### src/rtl/hrft_pkg.sv
// ============================================================================
// hrft_pkg - shared types and constants for the HTTP request field tagger
// Character codes, URL phase encoding, status codes and the result word.
// ============================================================================
package hrft_pkg;

    localparam int unsigned BYTE_W   = 8;
    localparam int unsigned STATUS_W = 3;
    localparam int unsigned MATCH_W  = 2;

    localparam logic [BYTE_W-1:0] CH_CR    = 8'h0D;
    localparam logic [BYTE_W-1:0] CH_LF    = 8'h0A;
    localparam logic [BYTE_W-1:0] CH_SP    = 8'h20;
    localparam logic [BYTE_W-1:0] CH_SLASH = 8'h2F;
    localparam logic [BYTE_W-1:0] CH_COLON = 8'h3A;

    // progress through CR LF CR LF
    localparam logic [MATCH_W-1:0] M_NONE  = 2'd0;
    localparam logic [MATCH_W-1:0] M_CR    = 2'd1;
    localparam logic [MATCH_W-1:0] M_CRLF  = 2'd2;
    localparam logic [MATCH_W-1:0] M_CRLFC = 2'd3;

    // URL phase, one-hot
    typedef enum logic [5:0] {
        PH_SEEK   = 6'b000001,
        PH_SLASH1 = 6'b000010,
        PH_HOST   = 6'b000100,
        PH_PORT   = 6'b001000,
        PH_PATH   = 6'b010000,
        PH_DONE   = 6'b100000
    } t_url_phase;

    typedef enum logic [STATUS_W-1:0] {
        ST_OK         = 3'd0,
        ST_NO_END     = 3'd1,
        ST_NO_SPACE   = 3'd2,
        ST_NO_SLASHES = 3'd3,
        ST_HOST_OPEN  = 3'd4,
        ST_PORT_OPEN  = 3'd5
    } t_status;

    typedef struct packed {
        logic [BYTE_W-1:0] byte_out;
        logic              is_method;
        logic              is_host;
        logic              is_port;
        logic              is_path;
        logic              is_header;
        logic              done_res;
        t_status           status;
        logic              port80_implied;
    } t_result;

endpackage

### src/rtl/http_request_field_tagger.sv
// ============================================================================
// http_request_field_tagger - tags each byte of a proxy request by field
// Path: an accepted byte waits in the input register, then moves to the result
// register, where its result becomes valid; a full result register holds it back.
// Throughput: one byte per cycle while the consumer takes results without stalling.
// Reset: synchronous, active low; clears both valid flags and all parse state.
// Parse state also returns to reset after the byte marked last.
// ============================================================================
module http_request_field_tagger (
    input  logic                        i_clk,
    input  logic                        i_rst_n,
    // input channel
    input  logic                        i_valid,
    output logic                        o_ready,
    input  logic [hrft_pkg::BYTE_W-1:0] i_data_byte,
    input  logic                        i_last_byte,
    // output channel
    output logic                        o_valid,
    input  logic                        i_ready,
    output logic [hrft_pkg::BYTE_W-1:0] o_byte_out,
    output logic                        o_is_method,
    output logic                        o_is_host,
    output logic                        o_is_port,
    output logic                        o_is_path,
    output logic                        o_is_header,
    output logic                        o_done_res,
    output logic [hrft_pkg::STATUS_W-1:0] o_status,
    output logic                        o_port80_implied
);

    // Input register: captures one word per accept. It drains into the
    // result register whenever that register is empty or being read, so
    // words stream back to back while results are taken, and one more word
    // is held here while a finished result waits.
    logic                        r_in_valid;
    logic [hrft_pkg::BYTE_W-1:0] r_in_byte;
    logic                        r_in_last;

    logic              out_free;   // result register can take a word
    logic              fire;       // word moves input reg -> result reg
    hrft_pkg::t_result tag_result;
    hrft_pkg::t_result out_result;

    assign fire    = r_in_valid & out_free;
    assign o_ready = ~r_in_valid | out_free;

    always_ff @(posedge i_clk) begin
        if (!i_rst_n) begin
            r_in_valid <= 1'b0;
        end else if (o_ready) begin
            r_in_valid <= i_valid;
        end
    end

    always_ff @(posedge i_clk) begin
        if (o_ready && i_valid) begin
            r_in_byte <= i_data_byte;
            r_in_last <= i_last_byte;
        end
    end

    // Tag logic; parse state advances only on fire, so stalls hold it.
    hrft_classify u_classify (
        .i_clk       (i_clk),
        .i_rst_n     (i_rst_n),
        .i_fire      (fire),
        .i_data_byte (r_in_byte),
        .i_last_byte (r_in_last),
        .o_result    (tag_result)
    );

    hrft_result_reg u_result_reg (
        .i_clk    (i_clk),
        .i_rst_n  (i_rst_n),
        .i_load   (r_in_valid),
        .i_result (tag_result),
        .i_ready  (i_ready),
        .o_free   (out_free),
        .o_valid  (o_valid),
        .o_result (out_result)
    );

    assign o_byte_out       = out_result.byte_out;
    assign o_is_method      = out_result.is_method;
    assign o_is_host        = out_result.is_host;
    assign o_is_port        = out_result.is_port;
    assign o_is_path        = out_result.is_path;
    assign o_is_header      = out_result.is_header;
    assign o_done_res       = out_result.done_res;
    assign o_status         = out_result.status;
    assign o_port80_implied = out_result.port80_implied;

endmodule

### src/rtl/hrft_classify.sv
// ============================================================================
// hrft_classify - per-byte tag logic and request tracking state
// Tags the byte held in the input register and advances state when it moves on.
// ============================================================================
module hrft_classify (
    input  logic                          i_clk,
    input  logic                          i_rst_n,
    input  logic                          i_fire,
    input  logic [hrft_pkg::BYTE_W-1:0]   i_data_byte,
    input  logic                          i_last_byte,
    output hrft_pkg::t_result             o_result
);

    logic                          r_method_closed, n_method_closed;
    hrft_pkg::t_url_phase          r_url_phase, n_url_phase;
    logic [hrft_pkg::MATCH_W-1:0]  r_match, n_match;
    logic                          r_end_found, n_end_found;
    logic                          r_prev_cr, n_prev_cr;
    logic                          r_hdr_started, n_hdr_started;
    logic                          r_port_dflt, n_port_dflt;

    logic is_cr, is_lf, is_sp, is_slash, is_colon;
    logic t_host, t_port, t_path;
    hrft_pkg::t_status status;

    assign is_cr    = (i_data_byte == hrft_pkg::CH_CR);
    assign is_lf    = (i_data_byte == hrft_pkg::CH_LF);
    assign is_sp    = (i_data_byte == hrft_pkg::CH_SP);
    assign is_slash = (i_data_byte == hrft_pkg::CH_SLASH);
    assign is_colon = (i_data_byte == hrft_pkg::CH_COLON);

    always_comb begin
        n_method_closed = r_method_closed | is_sp;
        n_hdr_started   = r_hdr_started | (is_lf & r_prev_cr);
        n_prev_cr       = is_cr;
        n_end_found     = r_end_found;
        n_port_dflt     = r_port_dflt;
        n_url_phase     = r_url_phase;
        t_host          = 1'b0;
        t_port          = 1'b0;
        t_path          = 1'b0;

        if (is_cr) begin
            n_match = (r_match == hrft_pkg::M_CRLF) ? hrft_pkg::M_CRLFC : hrft_pkg::M_CR;
        end else if (is_lf) begin
            if (r_match == hrft_pkg::M_CR) begin
                n_match = hrft_pkg::M_CRLF;
            end else begin
                if (r_match == hrft_pkg::M_CRLFC) n_end_found = 1'b1;
                n_match = hrft_pkg::M_NONE;
            end
        end else begin
            n_match = hrft_pkg::M_NONE;
        end

        case (r_url_phase)
            hrft_pkg::PH_SEEK: begin
                if (is_slash) n_url_phase = hrft_pkg::PH_SLASH1;
            end
            hrft_pkg::PH_SLASH1: begin
                n_url_phase = is_slash ? hrft_pkg::PH_HOST : hrft_pkg::PH_SEEK;
            end
            hrft_pkg::PH_HOST: begin
                if (is_slash) begin
                    n_port_dflt = 1'b1;
                    n_url_phase = hrft_pkg::PH_PATH;
                    t_path      = 1'b1;
                end else if (is_colon) begin
                    n_url_phase = hrft_pkg::PH_PORT;
                end else begin
                    t_host = 1'b1;
                end
            end
            hrft_pkg::PH_PORT: begin
                if (is_slash) begin
                    n_url_phase = hrft_pkg::PH_PATH;
                    t_path      = 1'b1;
                end else begin
                    t_port = 1'b1;
                end
            end
            hrft_pkg::PH_PATH: begin
                if (is_sp) n_url_phase = hrft_pkg::PH_DONE;
                else       t_path      = 1'b1;
            end
            default: begin
            end
        endcase

        // first failing check wins; judged on the state after this byte
        if (!n_end_found)                      status = hrft_pkg::ST_NO_END;
        else if (!n_method_closed)             status = hrft_pkg::ST_NO_SPACE;
        else if (n_url_phase == hrft_pkg::PH_SEEK ||
                 n_url_phase == hrft_pkg::PH_SLASH1) status = hrft_pkg::ST_NO_SLASHES;
        else if (n_url_phase == hrft_pkg::PH_HOST) status = hrft_pkg::ST_HOST_OPEN;
        else if (n_url_phase == hrft_pkg::PH_PORT) status = hrft_pkg::ST_PORT_OPEN;
        else                                   status = hrft_pkg::ST_OK;
    end

    always_comb begin
        o_result.byte_out       = i_data_byte;
        o_result.is_method      = ~r_method_closed & ~is_sp;
        o_result.is_host        = t_host;
        o_result.is_port        = t_port;
        o_result.is_path        = t_path;
        o_result.is_header      = r_hdr_started;
        o_result.done_res       = i_last_byte;
        o_result.status         = i_last_byte ? status : hrft_pkg::ST_OK;
        o_result.port80_implied = i_last_byte & n_port_dflt;
    end

    always_ff @(posedge i_clk) begin
        if (!i_rst_n || (i_fire && i_last_byte)) begin
            r_method_closed <= 1'b0;
            r_url_phase     <= hrft_pkg::PH_SEEK;
            r_match         <= hrft_pkg::M_NONE;
            r_end_found     <= 1'b0;
            r_prev_cr       <= 1'b0;
            r_hdr_started   <= 1'b0;
            r_port_dflt     <= 1'b0;
        end else if (i_fire) begin
            r_method_closed <= n_method_closed;
            r_url_phase     <= n_url_phase;
            r_match         <= n_match;
            r_end_found     <= n_end_found;
            r_prev_cr       <= n_prev_cr;
            r_hdr_started   <= n_hdr_started;
            r_port_dflt     <= n_port_dflt;
        end
    end

endmodule

### src/rtl/hrft_result_reg.sv
// ============================================================================
// hrft_result_reg - result register on the output channel
// Holds one tagged word until the consumer takes it.
// ============================================================================
module hrft_result_reg (
    input  logic              i_clk,
    input  logic              i_rst_n,
    input  logic              i_load,
    input  hrft_pkg::t_result i_result,
    input  logic              i_ready,
    output logic              o_free,
    output logic              o_valid,
    output hrft_pkg::t_result o_result
);

    logic              r_valid;
    hrft_pkg::t_result r_result;

    assign o_free   = ~r_valid | i_ready;
    assign o_valid  = r_valid;
    assign o_result = r_result;

    always_ff @(posedge i_clk) begin
        if (!i_rst_n) begin
            r_valid <= 1'b0;
        end else if (o_free) begin
            r_valid <= i_load;
        end
    end

    always_ff @(posedge i_clk) begin
        if (o_free && i_load) begin
            r_result <= i_result;
        end
    end

endmodule

### config.mk
export PLATFORM = sky130hd
export DESIGN_NAME = http_request_field_tagger
export DESIGN_NICKNAME = d
export VERILOG_FILES = /design/src/rtl/hrft_pkg.sv /design/src/rtl/http_request_field_tagger.sv /design/src/rtl/hrft_classify.sv /design/src/rtl/hrft_result_reg.sv
export SDC_FILE = /design/constraint.sdc
export NUM_CORES = 1
export LEC_CHECK = 0
export BUFFER_PORTS_ARGS = -buffer_cell sky130_fd_sc_hd__buf_2
export CAP_MARGIN = 20
export CORE_ASPECT_RATIO = 2
export CORE_MARGIN = 8
export CORE_UTILIZATION = 58
export DETAILED_ROUTE_END_ITERATION = 10
export GPL_TIMING_DRIVEN = 1
export MAX_ROUTING_LAYER = met4
export PLACE_DENSITY = 0.82
export RECOVER_POWER = 50
export SETUP_SLACK_MARGIN = 0.15
export SYNTH_ARGS = -nofsm -noshare
export SYNTH_HDL_FRONTEND = slang
export SYNTH_SLANG_ARGS = --single-unit
### constraint.sdc
create_clock -name i_clk -period 4.8 [get_ports i_clk]
set_input_delay 0 -clock i_clk [delete_from_list [all_inputs] [get_ports i_clk]]
set_output_delay 0 -clock i_clk [all_outputs]
set_load 0.005 [all_outputs]
==> results of run 1 <==
[logic make-up (layout without fill, tap and decap cells)]
group	after synthesis	in the layout	synth area share, %
AO/OA/AOI/OAI	39	39	13.34
XOR/XNOR	2	2	0.9677
buffers and inverters	10	55	2.073
flip-flops	41	41	60.26
multiplexers	1	1	0.5529
AND/OR/NAND/NOR	72	72	22.81
[critical path, stage by stage, from the launching register on]
cell and delay [ns]:
dfxtp_1 0.41, or3_4 0.44, or4b_4 0.52, nand3_2 0.09
nor3b_2 0.22, nand2_2 0.12, a211oi_2 0.31, and3b_1 0.24
o21ba_1 0.18
[repair_timing]
action,4_1_cts,5_1_grt
buffers inserted,0,0
hold buffers,11,0
endpoints found under the hold margin,11,0
[registers in the layout, summed over array words and instances, names as in the netlist]
register / flops
u_result_reg.o_result: 18
u_classify.r_method_closed: 1
u_classify.r_url_phase: 6
r_in_byte: 8
u_result_reg.o_valid: 1
u_classify.r_match: 2
u_classify.r_hdr_started: 1
u_classify.r_port_dflt: 1
r_in_last: 1
u_classify.r_end_found: 1
r_in_valid: 1
[metal layers]
metal	routed length (um)	up-vias	part of all wire [%]	GRT usage, %
li1	-	695	-	-
met1	1548	703	37	13.53
met2	2335	44	55	30.92
met3	198	11	4.7	4.660
met4	144	0	3.4	10.33
met5	0	-	0	-
[cells in the final DEF, fill, tap and decap left out, drive strengths merged, types with 2 or more instances in the layout]
| cell type | count |
|---|---|
| edfxtp | 27 |
| buf | 13 |
| o21a | 5 |
| o22ai | 2 |
| nor4b | 3 |
| nor2 | 23 |
| a31oi | 3 |
| nand3 | 4 |
| dlygate4sd3 | 11 |
| and2 | 4 |
| a21oi | 15 |
| nand3b | 2 |
| nor2b | 2 |
| nor4 | 2 |
| and3 | 3 |
| nor3b | 4 |
| o21ai | 7 |
| inv | 5 |
| a211oi | 2 |
| clkbuf | 24 |
| nand2b | 2 |
| dfxtp | 14 |
| o211ai | 2 |
| nand2 | 14 |
| or3 | 2 |
[layout make-up]
cell class	count	area share, %
inverter	4	0.6944
sequential	41	50.46
clock inverter	3	0.9838
tap	30	1.736
clock buffer	5	3.183
timing repair buffer	43	11.40
multi-input combinational	114	31.54
[through the flow]
step                setup WS (ns)  hold WS, ns  std cells  utilization [%]
floorplan                   2.279      0.09887        165                -
global placement            2.110       0.1770        221            66.68
detailed placement          2.058       0.1783        221            66.68
CTS                         2.048      0.04303        240            73.40
global route                1.906      0.08452        240            72.61
finish                      2.024      0.05260        240            72.61
[how the worst max path moves through the flow]
stage / to / start / slack (ns) / cells past startpoint
global route: u_result_reg.o_result[2] / u_classify.r_url_phase[2] / 1.91 / 8
floorplan: u_result_reg.o_result[2] / u_classify.r_url_phase[4] / 2.28 / 8
global placement: u_result_reg.o_result[2] / u_classify.r_url_phase[2] / 2.11 / 8
finish: u_result_reg.o_result[2] / u_classify.r_url_phase[2] / 2.02 / 8
CTS: u_result_reg.o_result[2] / u_classify.r_url_phase[2] / 2.05 / 8
detailed placement: u_result_reg.o_result[2] / u_classify.r_url_phase[2] / 2.06 / 8
[power by group through the flow]
stage / Clock, W / Combinational, W / Sequential, W
detailed placement: 0 / 0.0000392 / 0.000407
finish: 0.000227 / 0.0000451 / 0.000399
floorplan: 0 / 0.0000236 / 0.000404
global placement: 0 / 0.0000384 / 0.000406
global route: 0.000238 / 0.0000496 / 0.000400
CTS: 0.000230 / 0.0000462 / 0.000398
==> impl_metrics.env, run 1 <==
export IMPL_syn_nets=178
export IMPL_netlist_top_cells_area="edfxtp_1 (45%), dfxtp_1 (15%), nor2_1 (4.8%)"
export IMPL_rows=28
export IMPL_dr_pass1_iters=5
export IMPL_critical_path_max_fanout=11
export IMPL_grt_pass1_wl_um=6679
export IMPL_multi_input_area_sq_um=681.9
export IMPL_clk_latency_ns=0.29
export IMPL_grt_ovfl_total=0
export IMPL_ys_flop_type="edfxtp_1"
export IMPL_comb_power_share_pct=6.7
export IMPL_ctsResizeCount=0
export IMPL_die_x_um=55.51
export IMPL_cp_arrival_ns=2.83
export IMPL_drt_total_wl_um=4227
export IMPL_maxSlewViolCount=0
export IMPL_start_kind="flop"
export IMPL_pwr_share_seq_pct=59.4
export IMPL_cts_sinks=41
export IMPL_first_global_vias=1472
export IMPL_drv_cap=0
export IMPL_whs_path_depth=3
export IMPL_cts_max_level=2
export IMPL_crit_type="reg2reg"
export IMPL_synth_edf_count=27
export IMPL_fp_dieH_um=95.01
export IMPL_syn_area_sq_um=1810
export IMPL_nets=222
export IMPL_worstHoldStart="i_ready"
export IMPL_setup_viol=0
export IMPL_grt_antenna_before_repair=0
export IMPL_syn_to_final_growth_pct=19.42
export IMPL_ys_types=44
export IMPL_p_total_w=0.0006714
export IMPL_track_usage_pct=16.44
export IMPL_async_reset_ff_share_pct=0
export IMPL_ys_seq_elements=41
export IMPL_via_per_inst=6.054
export IMPL_root_buffer="clkbuf_8"
export IMPL_place_area_sq_um=1986
export IMPL_dieArea_sq_um=5274
export IMPL_tightest_slew_ns=0.9867
export IMPL_end_kind="flop"
export IMPL_irDropWorstVdd_v=0.0002867
export IMPL_clock_path_buffers=2
export IMPL_drtIter0Drc=57
export IMPL_timing_rr_end="u_result_reg.o_result[2]"
export IMPL_p_sw_share_pct=23.68
export IMPL_outcome="completed"
export IMPL_fmax_mhz=360.3
export IMPL_ys_warn_count=0
export IMPL_yosysTopAreaCell="edfxtp_1"
export IMPL_hp_class="in2reg"
export IMPL_wl_per_cell_um=17.61
export IMPL_grt_max_degree=30
export IMPL_ff_latch_area_sq_um=1091
export IMPL_worstPathRequired_ns=4.86
export IMPL_vias=1453
export IMPL_num_antenna_cells=0
export IMPL_hold_path_endpoint="u_result_reg.o_valid"
export IMPL_yosys_top_cells_count="edfxtp_1 (27), nor2_1 (23), a21oi_1 (15), dfxtp_1 (14), nand2_1 (13)"
export IMPL_power_density_nw_per_um2=310.5
export IMPL_totalNegativeSetupSlack_ns=0
export IMPL_cts_made_buffers=5
export IMPL_clock_skew_ns=0.006618
export IMPL_initial_core_util_pct=60.80
export IMPL_hold_violations=0
export IMPL_yosysSeqAreaShare_pct=60.26
export IMPL_drive_gt1_share_pct=14.29
export IMPL_drcViolationCount=0
export IMPL_post_synth_top_count_cell="edfxtp_1"
export IMPL_gp_congestion=0.9174
export IMPL_r2r_start="u_classify.r_url_phase[2]"
export IMPL_clkPwrFrac_pct=33.9
export IMPL_yosysTopAreaCellShare_pct=44.78
export IMPL_dp_hpwl_um=2932
export IMPL_rsz0062_at_grt="no"
export IMPL_switchingPower_w=0.0001590
export IMPL_max_slew_margin_pct=34.15
export IMPL_p_leak_nw=0.7569
export IMPL_rrSetupSlack_ns=2.02
export IMPL_detail_route_antenna_nets=0
export IMPL_finalCritPeriodShare_pct=57.83
export IMPL_finalInstanceArea_sq_um=2162
export IMPL_avgSynthCellArea_sq_um=10.97
export IMPL_io_pins=33
export IMPL_clk_pin_slew_ns=0.08
export IMPL_nFillCells=211
export IMPL_fp_coreArea_sq_um=2978
export IMPL_cts_tree="yes"
export IMPL_syn_inst=165
export IMPL_io_buffers=32
export IMPL_ff2ff_path_depth=8
export IMPL_finalCriticalPeriod_ns=2.776
export IMPL_internal_power_w=0.0005124
(Power assumes the default switching activity.)
==> run 2, diff against run 1 <==
Settings changed: ABC_AREA from default to 1, CORE_UTILIZATION 58 to 49, PLACE_DENSITY 0.82 to 0.73.
Clock period 4.8 ns to 2.3 ns, I/O delays scaled along.
==> impl_metrics.env, run 2 <==
export IMPL_cts_setup_buffers=0
export IMPL_path_buf_inv=1
export IMPL_max_slew_margin_pct=62.20
export IMPL_cts_sinks=41
export IMPL_tightest_slew_ns=0.5662
export IMPL_critical_path_max_fanout=30
export IMPL_via_per_inst=4.910
export IMPL_ctsResizeCount=0
export IMPL_io_pins=33
export IMPL_nFillCells=337
export IMPL_drive_gt1_share_pct=25.10
export IMPL_holdBufCountCts=11
export IMPL_gp_congestion=0.8937
export IMPL_rows=31
export IMPL_wl_per_cell_um=13.48
export IMPL_syn_to_final_growth_pct=20.34
export IMPL_drtIter0Drc=22
export IMPL_maxSlewViolCount=0
export IMPL_yosys_top_cells_count="nand2_1 (32), inv_1 (28), edfxtp_1 (27), dfxtp_1 (14), nor2_1 (14)"
export IMPL_drt_total_wl_um=3882
export IMPL_crit_top_cell="nand2_1"
export IMPL_syn_nets=202
export IMPL_clk_latency_ns=0.29
export IMPL_nets=251
export IMPL_ff_latch_area_sq_um=1091
export IMPL_syn_area_sq_um=1858
export IMPL_crit_type="reg2reg"
export IMPL_power_density_nw_per_um2=651.3
export IMPL_initial_core_util_pct=50.96
export IMPL_ys_flop_type="edfxtp_1"
export IMPL_track_usage_pct=14.37
export IMPL_end_kind="flop"
export IMPL_hp_class="in2reg"
export IMPL_clock_path_buffers=2
export IMPL_synth_edf_count=27
export IMPL_violations="negative hold slack"
export IMPL_hold_violations=1
export IMPL_ys_warn_count=0
export IMPL_multi_input_area_sq_um=609.3
export IMPL_async_reset_ff_share_pct=0
export IMPL_cts_made_buffers=5
export IMPL_yosysTopAreaCellShare_pct=43.64
export IMPL_ys_seq_elements=41
export IMPL_grt_antenna_before_repair=0
export IMPL_io_buffers=32
export IMPL_vias=1414
export IMPL_rsz0062_at_grt="no"
export IMPL_yosysSeqAreaShare_pct=58.72
export IMPL_yosysTopAreaCell="edfxtp_1"
export IMPL_cts_tree="yes"
export IMPL_die_x_um=59.54
export IMPL_syn_inst=189
export IMPL_first_global_vias=1447
export IMPL_path_delay_family="buffers and inverters"
export IMPL_dr_pass1_iters=4
export IMPL_totalNegativeSetupSlack_ns=0
export IMPL_grt_ovfl_total=0
export IMPL_p_leak_nw=0.9736
export IMPL_final_cell_mix="nand2_1 (33), inv_1 (28), edfxtp_1 (27)"
export IMPL_largest_register_ffs=18
export IMPL_fmax_mhz=594.2
export IMPL_cpMaxStageDelayCell="inv_2"
export IMPL_fp_dieH_um=103.1
export IMPL_cts_max_level=2
export IMPL_cpPeakStageDelay_ns=0.55
export IMPL_root_buffer="clkbuf_8"
export IMPL_drcViolationCount=0
export IMPL_worst_hold_slack_ns=-0.01008
export IMPL_irDropWorstVdd_v=0.0007242
export IMPL_final_common_cell="nand2_1"
export IMPL_finalCriticalPeriod_ns=1.683
export IMPL_outcome="finished, violations left"
export IMPL_avgSynthCellArea_sq_um=9.831
export IMPL_num_antenna_cells=0
export IMPL_cp_arrival_ns=1.89
export IMPL_start_kind="flop"
export IMPL_setup_viol=0
export IMPL_clock_skew_ns=0.008007
export IMPL_grt_max_degree=31
export IMPL_p_total_w=0.001456
export IMPL_clk_pin_slew_ns=0.07
export IMPL_worstPathRequired_ns=2.50
export IMPL_netlist_top_cells_area="edfxtp_1 (44%), dfxtp_1 (15%), nand2_1 (6.5%)"
export IMPL_drv_cap=0
export IMPL_fp_coreArea_sq_um=3646
export IMPL_detail_route_antenna_nets=0
export IMPL_finalCritPeriodShare_pct=73.17
export IMPL_post_synth_top_count_cell="nand2_1"
export IMPL_grt_pass1_wl_um=6375
export IMPL_dieArea_sq_um=6138
export IMPL_dp_hpwl_um=2995
export IMPL_ys_types=28
export IMPL_cp_cell_sequence="nand2_1 -> nand2_1 -> inv_2 -> a31oi_1 -> a211oi_1"
[run 2: through the flow]
step	instance area (sq um)	utilization [%]	hold slack (ns)	std cells	setup slack [ns]
5_1_grt	2236	61.32	0.01113	288	0.4572
3_3_place_gp	2068	56.73	0.1763	269	0.7472
4_1_cts	2261	62.01	0.03891	288	0.7383
3_5_place_dp	2068	56.73	0.1781	269	0.7447
6_report	2236	61.32	-0.01008	288	0.6172
2_1_floorplan	1858	-	0.09887	189	0.9058
[run 2: cells by family after synthesis]
group | share of synthesized area (%)
AO/OA/AOI/OAI | 10.77
buffers and inverters | 8.081
flip-flops | 58.72
AND/OR/NAND/NOR | 22.43
[run 2: path summary, 6_finish.rpt]
check | cells after the start | startpoint | slack (ns) | to
min | 4 | i_ready | -0.01 | u_result_reg.o_valid
min reg2reg | 0 | u_classify.r_hdr_started | 0.45 | u_result_reg.o_result[5]
max reg2reg | 5 | u_result_reg.o_valid | 0.62 | u_classify.r_match[1]
max | 5 | u_result_reg.o_valid | 0.62 | u_classify.r_match[1]
[run 2: metal layers]
layer  global-route usage (%)  vias to the layer above  share of wire (%)
met5                        -                        -                  0
met4                    10.00                        0                3.7
met3                    2.375                       10                3.3
met2                    27.20                       36                 58
met1                    11.81                      653                 35
li1                         -                      715                  -
[run 2: final cells by class]
cell class | instances | share of cell area [%]
clock buffer | 6 | 3.246
clock inverter | 2 | 0.4477
inverter | 37 | 6.212
multi-input combinational | 110 | 27.25
sequential | 41 | 48.80
tap | 49 | 2.742
timing repair buffer | 43 | 11.30
[run 2: worst min-delay path: cells and delay by family]
family                 cells  cell delay [ns]
and+or+nand+nor            1             0.06
buffers and inverters      2             0.11
AOI/OAI and AO/OA          1             0.06
[run 2: power breakdown]
part	internal, W	switching (W)
registers	0.000818	0.0000210
logic	0.0000656	0.000103
clock network	0.000210	0.000238
total	0.00109	0.000362
==> run 3, diff against run 2 <==
Settings changed: CORE_UTILIZATION 49 to 54, PLACE_DENSITY 0.73 to 0.76.
Clock period 2.3 ns to 1.6 ns, I/O delays scaled along.
==> impl_metrics.env, run 3 (synthesis gave the netlist of run 2 again) <==
export IMPL_outcome="completed"
export IMPL_cp_cell_sequence="nor2_1 -> nand2_1 -> nor3_2 -> a31oi_1 -> nor2_1 -> o21ai_1 -> nor2_1"
export IMPL_grt_antenna_before_repair=0
export IMPL_critical_path_max_fanout=4
export IMPL_clk_latency_ns=0.30
export IMPL_rrSetupSlack_ns=0.07
export IMPL_cpMaxStageDelayCell="edfxtp_1"
export IMPL_start_kind="flop"
export IMPL_gp_congestion=0.8774
export IMPL_detail_route_antenna_nets=0
export IMPL_top_layer_used="met4"
export IMPL_whs_path_depth=4
export IMPL_io_buffers=32
export IMPL_comb_power_share_pct=12.0
export IMPL_crit_type="reg2reg"
export IMPL_drt_total_wl_um=4069
export IMPL_timing_rr_end="u_result_reg.o_result[3]"
export IMPL_totalNegativeSetupSlack_ns=0
export IMPL_dr_pass1_iters=4
export IMPL_internal_power_w=0.001766
export IMPL_finalCritPeriodShare_pct=95.75
export IMPL_cts_made_buffers=5
export IMPL_largest_register_ffs=18
export IMPL_setup_viol=0
export IMPL_dp_hpwl_um=2903
export IMPL_cpPeakStageDelay_ns=0.44
export IMPL_p_sw_share_pct=24.14
export IMPL_cts_max_level=2
export IMPL_dieArea_sq_um=5687
export IMPL_rows=30
export IMPL_track_usage_pct=15.10
export IMPL_power_density_nw_per_um2=957.5
export IMPL_drcViolationCount=0
export IMPL_initial_core_util_pct=55.62
export IMPL_clock_skew_ns=0.005848
export IMPL_wl_met1_um=1541
export IMPL_die_x_um=57.48
export IMPL_worst_hold_slack_ns=0.04239
export IMPL_final_common_cell="buf_2"
export IMPL_path_buf_inv=0
export IMPL_ff2ff_path_depth=7
export IMPL_clk_pin_slew_ns=0.08
export IMPL_drv_cap=0
export IMPL_dr_wl_met3_um=174
export IMPL_irDropWorstVdd_v=0.0007914
export IMPL_fp_coreArea_sq_um=3341
export IMPL_rsz0062_at_grt="yes"
export IMPL_final_cell_mix="buf_2 (32), nand2_1 (29), edfxtp_1 (27)"
export IMPL_maxSlewViolCount=0
export IMPL_wl_per_cell_um=14.33
export IMPL_root_buffer="clkbuf_8"
export IMPL_hold_path_endpoint="u_result_reg.o_valid"
export IMPL_path_delay_family="simple AND/OR/NAND/NOR gates"
export IMPL_nFillCells=250
export IMPL_cts_sinks=41
export IMPL_clock_path_buffers=2
export IMPL_fin_util_pct=72.77
export IMPL_fmax_mhz=652.7
export IMPL_worstPathRequired_ns=1.77
export IMPL_syn_to_final_growth_pct=30.84
export IMPL_tightest_slew_ns=0.4654
export IMPL_cts_tree="yes"
export IMPL_r2r_start="r_in_byte[5]"
export IMPL_via_per_inst=5.158
export IMPL_grt_pass1_wl_um=6479
export IMPL_met2_length_um=2209
export IMPL_worstHoldStart="i_ready"
export IMPL_max_slew_margin_pct=68.97
export IMPL_end_kind="flop"
export IMPL_p_leak_nw=1.095
export IMPL_drtIter0Drc=17
export IMPL_nets=264
export IMPL_hold_violations=0
export IMPL_io_pins=33
export IMPL_hp_class="in2reg"
export IMPL_num_antenna_cells=0
export IMPL_fp_dieH_um=98.96
export IMPL_pwr_share_seq_pct=51.9
export IMPL_drive_gt1_share_pct=39.68
export IMPL_first_global_vias=1499
export IMPL_cp_arrival_ns=1.70
export IMPL_clkPwrFrac_pct=36.1
export IMPL_switchingPower_w=0.0005618
export IMPL_crit_top_cell="nor2_1"
export IMPL_vias=1465
export IMPL_finalCriticalPeriod_ns=1.532
export IMPL_grt_max_degree=18
export IMPL_grt_ovfl_total=0
run 3: worst min-delay path, stage by stage:
cell and delay, ns:
buf_2 0.08, inv_2 0.03, nand2_1 0.10, a21oi_1 0.08
run 3: timing repair:
action,CTS,global route
gates resized for setup,4,14
endpoints found under the hold margin,11,0
hold buffers,11,0
buffers inserted,2,7
endpoints found under the setup margin,5,8
pin swaps,6,10
run 3: stage by stage:
step	instance area (sq um)	setup WS, ns	power (W)	instances
floorplan	1858	0.2058	0.001385	189
finish	2431	0.06793	0.002328	284
global placement	2090	0.1083	0.001465	256
detailed placement	2090	0.08036	0.001468	256
CTS	2341	0.09755	0.002327	277
global route	2431	-0.03557	0.002406	284
run 3: layout make-up:
class	instances	area (sq um)	area share (%)
flip-flops and latches	41	1092	44.93
multi-input cells	110	665.6	27.38
repair buffers	56	380.4	15.65
inverters	37	141.4	5.816
clock buffers	6	72.57	2.985
well taps	32	40.04	1.647
clock inverters	2	38.79	1.595
run 3: power by group through the flow:
stage                     combinational (W)  sequential [W]  clock [W]
final                              0.000280         0.00121   0.000841
after global routing               0.000310         0.00121   0.000882
after CTS                          0.000264         0.00120   0.000858
after detailed placement           0.000239         0.00123          0
after global placement             0.000237         0.00123          0
after floorplan                    0.000159         0.00123          0
run 3: worst max path at each step:
stage	startpoint	to	slack, ns	cells past startpoint
after global routing	r_in_byte[5]	u_result_reg.o_result[3]	-0.04	7
after global placement	r_in_byte[4]	u_result_reg.o_result[3]	0.11	10
after CTS	r_in_byte[7]	u_result_reg.o_result[3]	0.1	7
after detailed placement	r_in_byte[4]	u_result_reg.o_result[3]	0.08	10
final	r_in_byte[5]	u_result_reg.o_result[3]	0.07	7
after floorplan	r_in_byte[4]	u_result_reg.o_result[3]	0.21	10
run 3: routing by layer:
metal / track usage (%) / up-vias
met2: 26.40 / 36
met1: 13.52 / 674
met5: - / -
met3: 3.916 / 12
li1: - / 743
met4: 10.51 / 0
